===== config.mk =====
export PLATFORM = sky130hd
export DESIGN_NAME = indexed_priority_ready_heap_core
export DESIGN_NICKNAME = d
export VERILOG_FILES = /design/src/rtl/iprh_pkg.sv /design/src/rtl/iprh_store.sv /design/src/rtl/indexed_priority_ready_heap_core.sv
export SDC_FILE = /design/constraint.sdc
export NUM_CORES = 2
export LEC_CHECK = 0
export BUFFER_PORTS_ARGS = -buffer_cell sky130_fd_sc_hd__buf_4
export CORE_MARGIN = 4
export CORE_UTILIZATION = 60
export CTS_CLUSTER_SIZE = 10
export DETAILED_ROUTE_END_ITERATION = 6
export PLACE_DENSITY = 0.76
export SYNTH_ARGS = -nofsm -noshare
export SYNTH_HDL_FRONTEND = slang
export SYNTH_SLANG_ARGS = --single-unit

===== constraint.sdc =====
create_clock -name clk -period 6.2 [get_ports clk]
set_clock_uncertainty 0.15 [all_clocks]
set_input_delay 0.31 -clock clk [delete_from_list [all_inputs] [get_ports clk]]
set_output_delay 0.31 -clock clk [all_outputs]
set_load 0.03 [all_outputs]

===== src/rtl/iprh_pkg.sv =====
// shared types and constants for the indexed priority ready heap
package iprh_pkg;

	localparam int THREADS = 64;
	localparam int TW = 6;
	localparam int PW = 8;
	localparam int SLOTS = 64;
	localparam int CW = 7;

	localparam logic [1:0] ST_OK = 2'd0;
	localparam logic [1:0] ST_FULL = 2'd1;
	localparam logic [1:0] ST_PRESENT = 2'd2;
	localparam logic [1:0] ST_ABSENT = 2'd3;

	localparam logic REQ_INSERT = 1'b0;
	localparam logic REQ_REMOVE = 1'b1;

	typedef enum logic [4:0] {
		S_IDLE,
		S_INS,
		S_RM0,
		S_RM1,
		S_RM2,
		S_UP0,
		S_UP1,
		S_UP2,
		S_DN0,
		S_DN1,
		S_DN2,
		S_DN3,
		S_DN4,
		S_SW0,
		S_SW1,
		S_FIN,
		S_DONE
	} state_t;

endpackage


===== src/rtl/iprh_store.sv =====
// heap slot array and per-thread position and priority arrays
module iprh_store (
	input  logic                      clk,
	input  logic                      hs_we,
	input  logic [iprh_pkg::TW-1:0]   hs_wa,
	input  logic [iprh_pkg::TW-1:0]   hs_wd,
	input  logic [iprh_pkg::TW-1:0]   hs_ra,
	output logic [iprh_pkg::TW-1:0]   hs_rd,
	input  logic                      so_we,
	input  logic [iprh_pkg::TW-1:0]   so_wa,
	input  logic [iprh_pkg::TW-1:0]   so_wd,
	input  logic [iprh_pkg::TW-1:0]   so_ra,
	output logic [iprh_pkg::TW-1:0]   so_rd,
	input  logic                      pr_we,
	input  logic [iprh_pkg::TW-1:0]   pr_wa,
	input  logic [iprh_pkg::PW-1:0]   pr_wd,
	input  logic [iprh_pkg::TW-1:0]   pr_ra,
	output logic [iprh_pkg::PW-1:0]   pr_rd
);
	import iprh_pkg::*;

	logic [TW-1:0] hs_mem [SLOTS];
	logic [TW-1:0] so_mem [THREADS];
	logic [PW-1:0] pr_mem [THREADS];

	always_ff @(posedge clk) begin
		if (hs_we) hs_mem[hs_wa] <= hs_wd;
		hs_rd <= hs_mem[hs_ra];
	end

	always_ff @(posedge clk) begin
		if (so_we) so_mem[so_wa] <= so_wd;
		so_rd <= so_mem[so_ra];
	end

	always_ff @(posedge clk) begin
		if (pr_we) pr_mem[pr_wa] <= pr_wd;
		pr_rd <= pr_mem[pr_ra];
	end

endmodule


===== src/rtl/indexed_priority_ready_heap_core.sv =====
// indexed priority ready heap top level: sequencer, compare unit and result port
// A request is taken when start is high and busy low; busy then stays high until the
// single result is shown for one cycle with done high, and drops in the cycle after.
// An ignored request goes straight to the result; an insert writes the new thread to the
// first free slot and moves it up level by level, and a remove puts the last thread into
// the freed slot and moves it up or down as needed. Each heap level costs a slot read,
// a priority read behind it, a compare on the one shared comparator and a swap written in
// the states S_SW0 and S_SW1, since every store has one registered read port and one
// write port. Results cannot be stalled. The contents of slots above the count and of
// entries of absent threads are never used, so the stores need no clearing.
module indexed_priority_ready_heap_core (
	input  logic                         clk,
	input  logic                         arst_n,
	input  logic                         start,
	output logic                         busy,
	input  logic                         req_type,
	input  logic [iprh_pkg::TW-1:0]      thread_num,
	input  logic [iprh_pkg::PW-1:0]      thread_priority,
	output logic                         done,
	output logic [iprh_pkg::TW-1:0]      top_thread,
	output logic                         heap_empty,
	output logic [iprh_pkg::CW-1:0]      ready_count,
	output logic [1:0]                   status
);
	import iprh_pkg::*;

	state_t state_q, state_d;
	logic [THREADS-1:0] pres_q;
	logic [CW-1:0] count_q;
	logic [TW-1:0] thr_q, h_q, c_q, tm_q, tc_q, tr_q;
	logic [PW-1:0] pm_q, pl_q;
	logic [1:0] status_q;
	logic down_q;

	logic hs_we, so_we, pr_we;
	logic [TW-1:0] hs_wa, hs_wd, hs_ra, hs_rd, so_wa, so_wd, so_ra, so_rd, pr_wa, pr_ra;
	logic [PW-1:0] pr_rd;

	iprh_store u_store (
		.clk(clk),
		.hs_we(hs_we), .hs_wa(hs_wa), .hs_wd(hs_wd), .hs_ra(hs_ra), .hs_rd(hs_rd),
		.so_we(so_we), .so_wa(so_wa), .so_wd(so_wd), .so_ra(so_ra), .so_rd(so_rd),
		.pr_we(pr_we), .pr_wa(pr_wa), .pr_wd(pm_q), .pr_ra(pr_ra), .pr_rd(pr_rd)
	);

	logic [CW:0] l_w, r_w;
	logic [TW-1:0] parent_w;
	logic [CW-1:0] last_w;
	logic r_ok;
	logic [PW-1:0] cmp_a, cmp_b;
	logic cmp_lt, cmp_eq;
	logic go_right;

	assign busy = (state_q != S_IDLE);
	assign parent_w = (h_q - 1'b1) >> 1;
	assign l_w = {1'b0, h_q, 1'b1};
	assign r_w = l_w + 1'b1;
	assign last_w = count_q - 1'b1;
	assign r_ok = (r_w < {1'b0, count_q});

	// shared compare unit
	assign cmp_lt = (cmp_a < cmp_b);
	assign cmp_eq = (cmp_a == cmp_b);
	// ties between the children go right
	assign go_right = r_ok && (cmp_lt || cmp_eq);

	// next state
	always_comb begin
		state_d = state_q;
		case (state_q)
			S_IDLE: if (start) begin
				if (req_type == REQ_INSERT) begin
					if (pres_q[thread_num] || count_q >= CW'(SLOTS)) state_d = S_FIN;
					else state_d = S_INS;
				end else begin
					if (!pres_q[thread_num] || count_q == '0) state_d = S_FIN;
					else state_d = S_RM0;
				end
			end
			S_INS: state_d = S_UP0;
			S_RM0: state_d = S_RM1;
			S_RM1: state_d = S_RM2;
			S_RM2: begin
				if (cmp_lt) state_d = S_UP0;
				else if (!cmp_eq) state_d = S_DN0;
				else state_d = S_FIN;
			end
			S_UP0: state_d = (h_q == '0) ? S_FIN : S_UP1;
			S_UP1: state_d = S_UP2;
			S_UP2: state_d = cmp_lt ? S_SW0 : S_FIN;
			S_DN0: state_d = (l_w >= {1'b0, count_q}) ? S_FIN : S_DN1;
			S_DN1: state_d = S_DN2;
			S_DN2: state_d = S_DN3;
			S_DN3: state_d = S_DN4;
			S_DN4: state_d = (cmp_lt || cmp_eq) ? S_FIN : S_SW0;
			S_SW0: state_d = S_SW1;
			S_SW1: state_d = down_q ? S_DN0 : S_UP0;
			S_FIN: state_d = S_DONE;
			S_DONE: state_d = S_IDLE;
			default: state_d = S_IDLE;
		endcase
	end

	// memory port and comparator control
	always_comb begin
		hs_we = 1'b0; so_we = 1'b0; pr_we = 1'b0;
		hs_wa = h_q; hs_wd = tm_q; so_wa = tm_q; so_wd = h_q; pr_wa = thr_q;
		hs_ra = '0; so_ra = thr_q; pr_ra = thr_q;
		cmp_a = pm_q; cmp_b = pr_rd;
		case (state_q)
			S_INS: begin
				hs_we = 1'b1; hs_wa = count_q[TW-1:0]; hs_wd = thr_q;
				so_we = 1'b1; so_wa = thr_q; so_wd = count_q[TW-1:0];
				pr_we = 1'b1;
			end
			S_RM0: begin
				hs_ra = last_w[TW-1:0];
			end
			S_RM1: begin
				pr_ra = hs_rd;
			end
			S_RM2: begin
				// last thread takes the removed thread's slot
				hs_we = 1'b1; so_we = 1'b1;
				cmp_a = pr_rd; cmp_b = pl_q;
			end
			S_UP0: begin
				hs_ra = parent_w;
			end
			S_UP1: begin
				pr_ra = hs_rd;
			end
			S_DN0: begin
				hs_ra = l_w[TW-1:0];
			end
			S_DN1: begin
				hs_ra = r_ok ? r_w[TW-1:0] : l_w[TW-1:0];
				pr_ra = hs_rd;
			end
			S_DN2: begin
				pr_ra = hs_rd;
			end
			S_DN3: begin
				cmp_a = pr_rd; cmp_b = pl_q;
			end
			S_DN4: begin
				cmp_a = pm_q; cmp_b = pl_q;
			end
			S_SW0: begin
				hs_we = 1'b1; so_we = 1'b1;
				hs_wa = c_q; hs_wd = tm_q; so_wa = tm_q; so_wd = c_q;
			end
			S_SW1: begin
				hs_we = 1'b1; so_we = 1'b1;
				hs_wa = h_q; hs_wd = tc_q; so_wa = tc_q; so_wd = h_q;
			end
			S_FIN: begin
				hs_ra = '0;
			end
			default: ;
		endcase
	end

	always_ff @(posedge clk or negedge arst_n) begin
		if (!arst_n) begin
			state_q <= S_IDLE;
			pres_q <= '0;
			count_q <= '0;
			status_q <= ST_OK;
		end else begin
			state_q <= state_d;
			case (state_q)
				S_IDLE: if (start) begin
					if (req_type == REQ_INSERT) begin
						if (pres_q[thread_num]) status_q <= ST_PRESENT;
						else if (count_q >= CW'(SLOTS)) status_q <= ST_FULL;
						else status_q <= ST_OK;
					end else begin
						status_q <= (!pres_q[thread_num] || count_q == '0) ? ST_ABSENT : ST_OK;
					end
				end
				S_INS: begin
					pres_q[thr_q] <= 1'b1;
					count_q <= count_q + 1'b1;
				end
				S_RM1: begin
					pres_q[thr_q] <= 1'b0;
					count_q <= last_w;
				end
				default: ;
			endcase
		end
	end

	// datapath registers
	always_ff @(posedge clk) begin
		case (state_q)
			S_IDLE: begin
				thr_q <= thread_num;
				pm_q <= thread_priority;
				tm_q <= thread_num;
			end
			S_INS: h_q <= count_q[TW-1:0];
			S_RM1: begin
				// so_rd is the removed thread's slot, hs_rd the last thread
				h_q <= (so_rd > last_w[TW-1:0]) ? last_w[TW-1:0] : so_rd;
				tm_q <= hs_rd;
				pl_q <= pr_rd;
			end
			S_RM2: pm_q <= pr_rd;
			S_UP0: c_q <= parent_w;
			S_UP1: tc_q <= hs_rd;
			S_UP2: down_q <= 1'b0;
			S_DN1: tc_q <= hs_rd;
			S_DN2: begin
				pl_q <= pr_rd;
				tr_q <= hs_rd;
			end
			S_DN3: begin
				c_q <= go_right ? r_w[TW-1:0] : l_w[TW-1:0];
				if (go_right) begin
					tc_q <= tr_q;
					pl_q <= pr_rd;
				end
			end
			S_DN4: down_q <= 1'b1;
			S_SW1: h_q <= c_q;
			default: ;
		endcase
	end

	assign done = (state_q == S_DONE);
	assign top_thread = (count_q != '0) ? hs_rd : '0;
	assign heap_empty = (count_q == '0);
	assign ready_count = count_q;
	assign status = status_q;

`ifndef SYNTH
	a_busy_done: assert property (@(posedge clk) disable iff (!arst_n)
		done |-> $past(busy)) else $error("result without request");
	a_cnt: assert property (@(posedge clk) disable iff (!arst_n)
		count_q <= CW'(SLOTS)) else $error("count overflow");
	a_pres: assert property (@(posedge clk) disable iff (!arst_n)
		!busy |-> ($countones(pres_q) == int'(count_q))) else $error("count mismatch");
`endif

endmodule


==> results.yml <==
sta:
  period_share_pct: 84.5
  finalMaxSlewViolations: 0
  tightest_slew_ns: 1.43
  hold_violations: 0
  period_minus_slack_ns: 5.24
  maxSlewHeadroom_pct: 4.77
  max_freq_mhz: 191
  finalSetupTns_ns: 0
  setup_viol: 0
  rsz0062_at_grt: "no"
  setup_ws_ns: 0.963
drt:
  ant_nets: 0
  viasPerCell: 6.62
  top_layer: "met4"
  dr.first_iter.drc_count: 5572
  drc_errors: 0
  wl_met1_mm: 56.7
  wl_met2_mm: 70.7
  vias: 37100
  wl_per_cell_um: 26.8
  firstDrtPassIters: 6
  routed_wl_mm: 150
  met3RoutedLength_mm: 16.8
grt:
  grt_pass1_vias: 36100
  antenna_found_initial: 9
  grt_usage_pct: 29.1
  grt_max_degree: 110
  overflow: 0
  grt_pass1_wl_mm: 225
logic_synthesis:
  netlist_top_cells_area: "edfxtp_1 69%, nand2_1 5.3%, dfrtp_1 3.3%, mux2i_1 2.3%, nand3_1 2.0%"
  syn_area_um2: 58300
  synth_edf_count: 1333
  ys_types: 80
  syn_inst: 4207
  synth-seq-cells: 1431
  syn_area_per_cell_um2: 13.9
  syn_nets: 4257
  seq_area_frac_synth_pct: 72.7
  yosysWarnings: 0
  synth_ff_type: "edfxtp_1"
  synth_area_leader_cell: "edfxtp_1"
  async_reset_ff_share_pct: 5.45
  synth_top_area_share_pct: 68.6
clock_tree:
  h-tree-depth: 4
  cts_resized: 0
  cts.clk_slew.worst_paths_ns: 0.06
  cts_tree: "built"
  insertion_delay_ns: 0.78
  cts.path.max_buffers: 3
  cts.sinks: 1431
  cts_made_buffers: 162
  cts_root_buf: "clkbuf_16"
worst_setup_path:
  critPathKind: "flop to flop"
  rrSetupSlack_ns: 0.96
  crit_start: "state_q[2]$_DFFE_PN0P_"
  crit_fanout: 17
  cp.arrival_ns: 5.48
  crit_path_end_kind: "flop"
  start_kind: "flop"
  r2r_start: "state_q[2]$_DFFE_PN0P_"
  worstPathRequired_ns: 6.44
place:
  io_buffer_count: 35
  dp_slack_ns: 1.06
  gp_congestion: 0.906
  dpl.hpwl_mm: 90.7
pwr:
  pwr_density_cell_nw_per_um2: 513
  ir_drop_uv: 374
  power.leakage_uw: 0.0224
floorplan:
  coreArea_um2: 96600
  num_rows: 114
  start_util_pct: 60.4
  die_x_um: 320
  die_h_um: 320
  fp.dieArea_um2: 102000
  io_pins: 36
job:
  drv_cap: 0
layout:
  final_nets: 4295
  drive_above_1_share_pct: 8.96
  syn_to_final_growth_pct: 10.8
worst_hold_path:
  hold_path_class: "primary input to asynchronous set/reset pin"
outcome:
  status: "complete, no violations"
-- cell usage after synthesis (13+ instances only) --
cell type,instances
mux2_2,25
o22a_1,41
a21oi_1,51
clkbuf_1,139
a2bb2oi_1,25
dfxtp_1,20
xnor2_1,17
a31oi_1,34
o211ai_1,14
nor2b_1,13
buf_1,24
a21o_1,22
inv_1,23
o21ai_0,85
nand2_1,826
mux2i_1,133
a311oi_1,25
nor2_1,253
a221oi_1,36
a22o_1,30
ha_1,32
dfrtp_1,78
or3_1,19
and2_1,20
nand3_1,232
nor3_1,25
a22oi_1,151
and3_1,139
edfxtp_1,1333
a32oi_1,29
nand4_1,69
buf_2,62
mux4_2,23
-- layer usage --
| metal | vias up | global-route usage [%] |
|---|---|---|
| met3 | 397 | 6.20 |
| li1 | 16000 | - |
| met4 | 0 | 12.3 |
| met5 | - | 0 |
| met1 | 18300 | 40.7 |
| met2 | 2397 | 45.1 |
-- critical path, stage by stage, from the launching register on --
cell      delay (ns)
dfrtp_1         0.58
or2_2           0.44
nor3_1          0.76
buf_4           0.30
nor2_1          0.13
a221oi_1        1.20
nand2_1         0.59
nor2_1          0.69
-- state kept, by name, summed over array words and instances, names as in the netlist, 7 cells and up, named ones only --
name            count
pm_q                8
u_store.so_mem    384
u_store.pr_rd       8
u_store.hs_mem    384
u_store.pr_mem    512
ready_count         7
pl_q                8
-- final timing paths --
kind,cells past startpoint,to
max in group asynchronous,2,asynchronous set/reset pin
worst max-delay path,7,u_store.hs_mem[33][0]$_DFFE_PP_
worst min-delay path,2,ready_count[1]$_DFFE_PN0P_
worst min register to register,1,flop
min in group clk,2,pr_wa[4]$_DFFE_PP_
worst max register to register,7,u_store.hs_mem[33][0]$_DFFE_PP_
-- placed cells by master, fill, tap and decap left out, drive strengths merged, types with 8 or more instances in the layout --
master and count:
o211ai 15, a2111o 8, o22ai 12, a22oi 151
a21o 22, a311oi 25, nor2 259, mux4 23
o22a 41, mux2i 136, nand3 232, a221oi 38
o21ai 88, nand2 826, and2 20, or3 19
mux2 26, a21oi 54, nor3 28, xnor2 17
nand4 69, dlygate4sd3 18, nor4 10, buf 100
edfxtp 1333, nand2b 10, clkbuf 232, a21boi 9
a22o 30, nor2b 13, inv 33, a31oi 34
and3 139, dfrtp 78, dfxtp 20, a2bb2oi 25
ha 32, a32oi 29
-- stage by stage --
stage / area, µm² / power [µW] / cells / hold slack, ns / utilization [%]
after floorplan: 58300 / 20500 / 4207 / -0.136 / -
after global placement: 59800 / 24200 / 5339 / 0.335 / 61.9
after detailed placement: 59800 / 24500 / 5339 / 0.342 / 61.9
after CTS: 64600 / 33000 / 5606 / 0.160 / 66.9
after global routing: 64600 / 34500 / 5606 / 0.204 / 66.9
final: 64600 / 33100 / 5613 / 0.138 / 66.9
-- final cells by class --
type,count,area [µm²]
Timing Repair Buffer,118,1030
Tap cell,1276,1600
Sequential cell,1431,42400
Clock buffer,232,4380
Fill cell,6470,32000
Multi-Input combinational cell,2509,14900
Inverter,23,86.3
Clock inverter,17,249
Antenna cell,7,17.5
-- what timing repair did --
action	in CTS	in global routing
endpoints found under the hold margin	104	0
setup buffers	0	0
hold buffers	18	0
-- power breakdown --
| group | total (µW) | internal, µW | switching (µW) | leakage (µW) |
|---|---|---|---|---|
| registers | 13200 | 12700 | 596 | 0.0132 |
| clock network | 8560 | 4880 | 3670 | 0.00223 |
| logic | 11300 | 3330 | 7990 | 0.00698 |
-- kinds of logic (layout without fill, tap and decap cells) --
group | Yosys count | after routing | share of synthesized area [%]
compound gates | 620 | 620 | 7.89
xor+xnor | 22 | 22 | 0.330
fa+ha+maj | 32 | 32 | 0.687
buf+inv | 267 | 390 | 2.03
flops | 1431 | 1431 | 72.7
mux | 185 | 185 | 3.75
other cells | 0 | 7 | 0
simple gates | 1650 | 1650 | 12.6
Power figures use the tool's default switching activity.
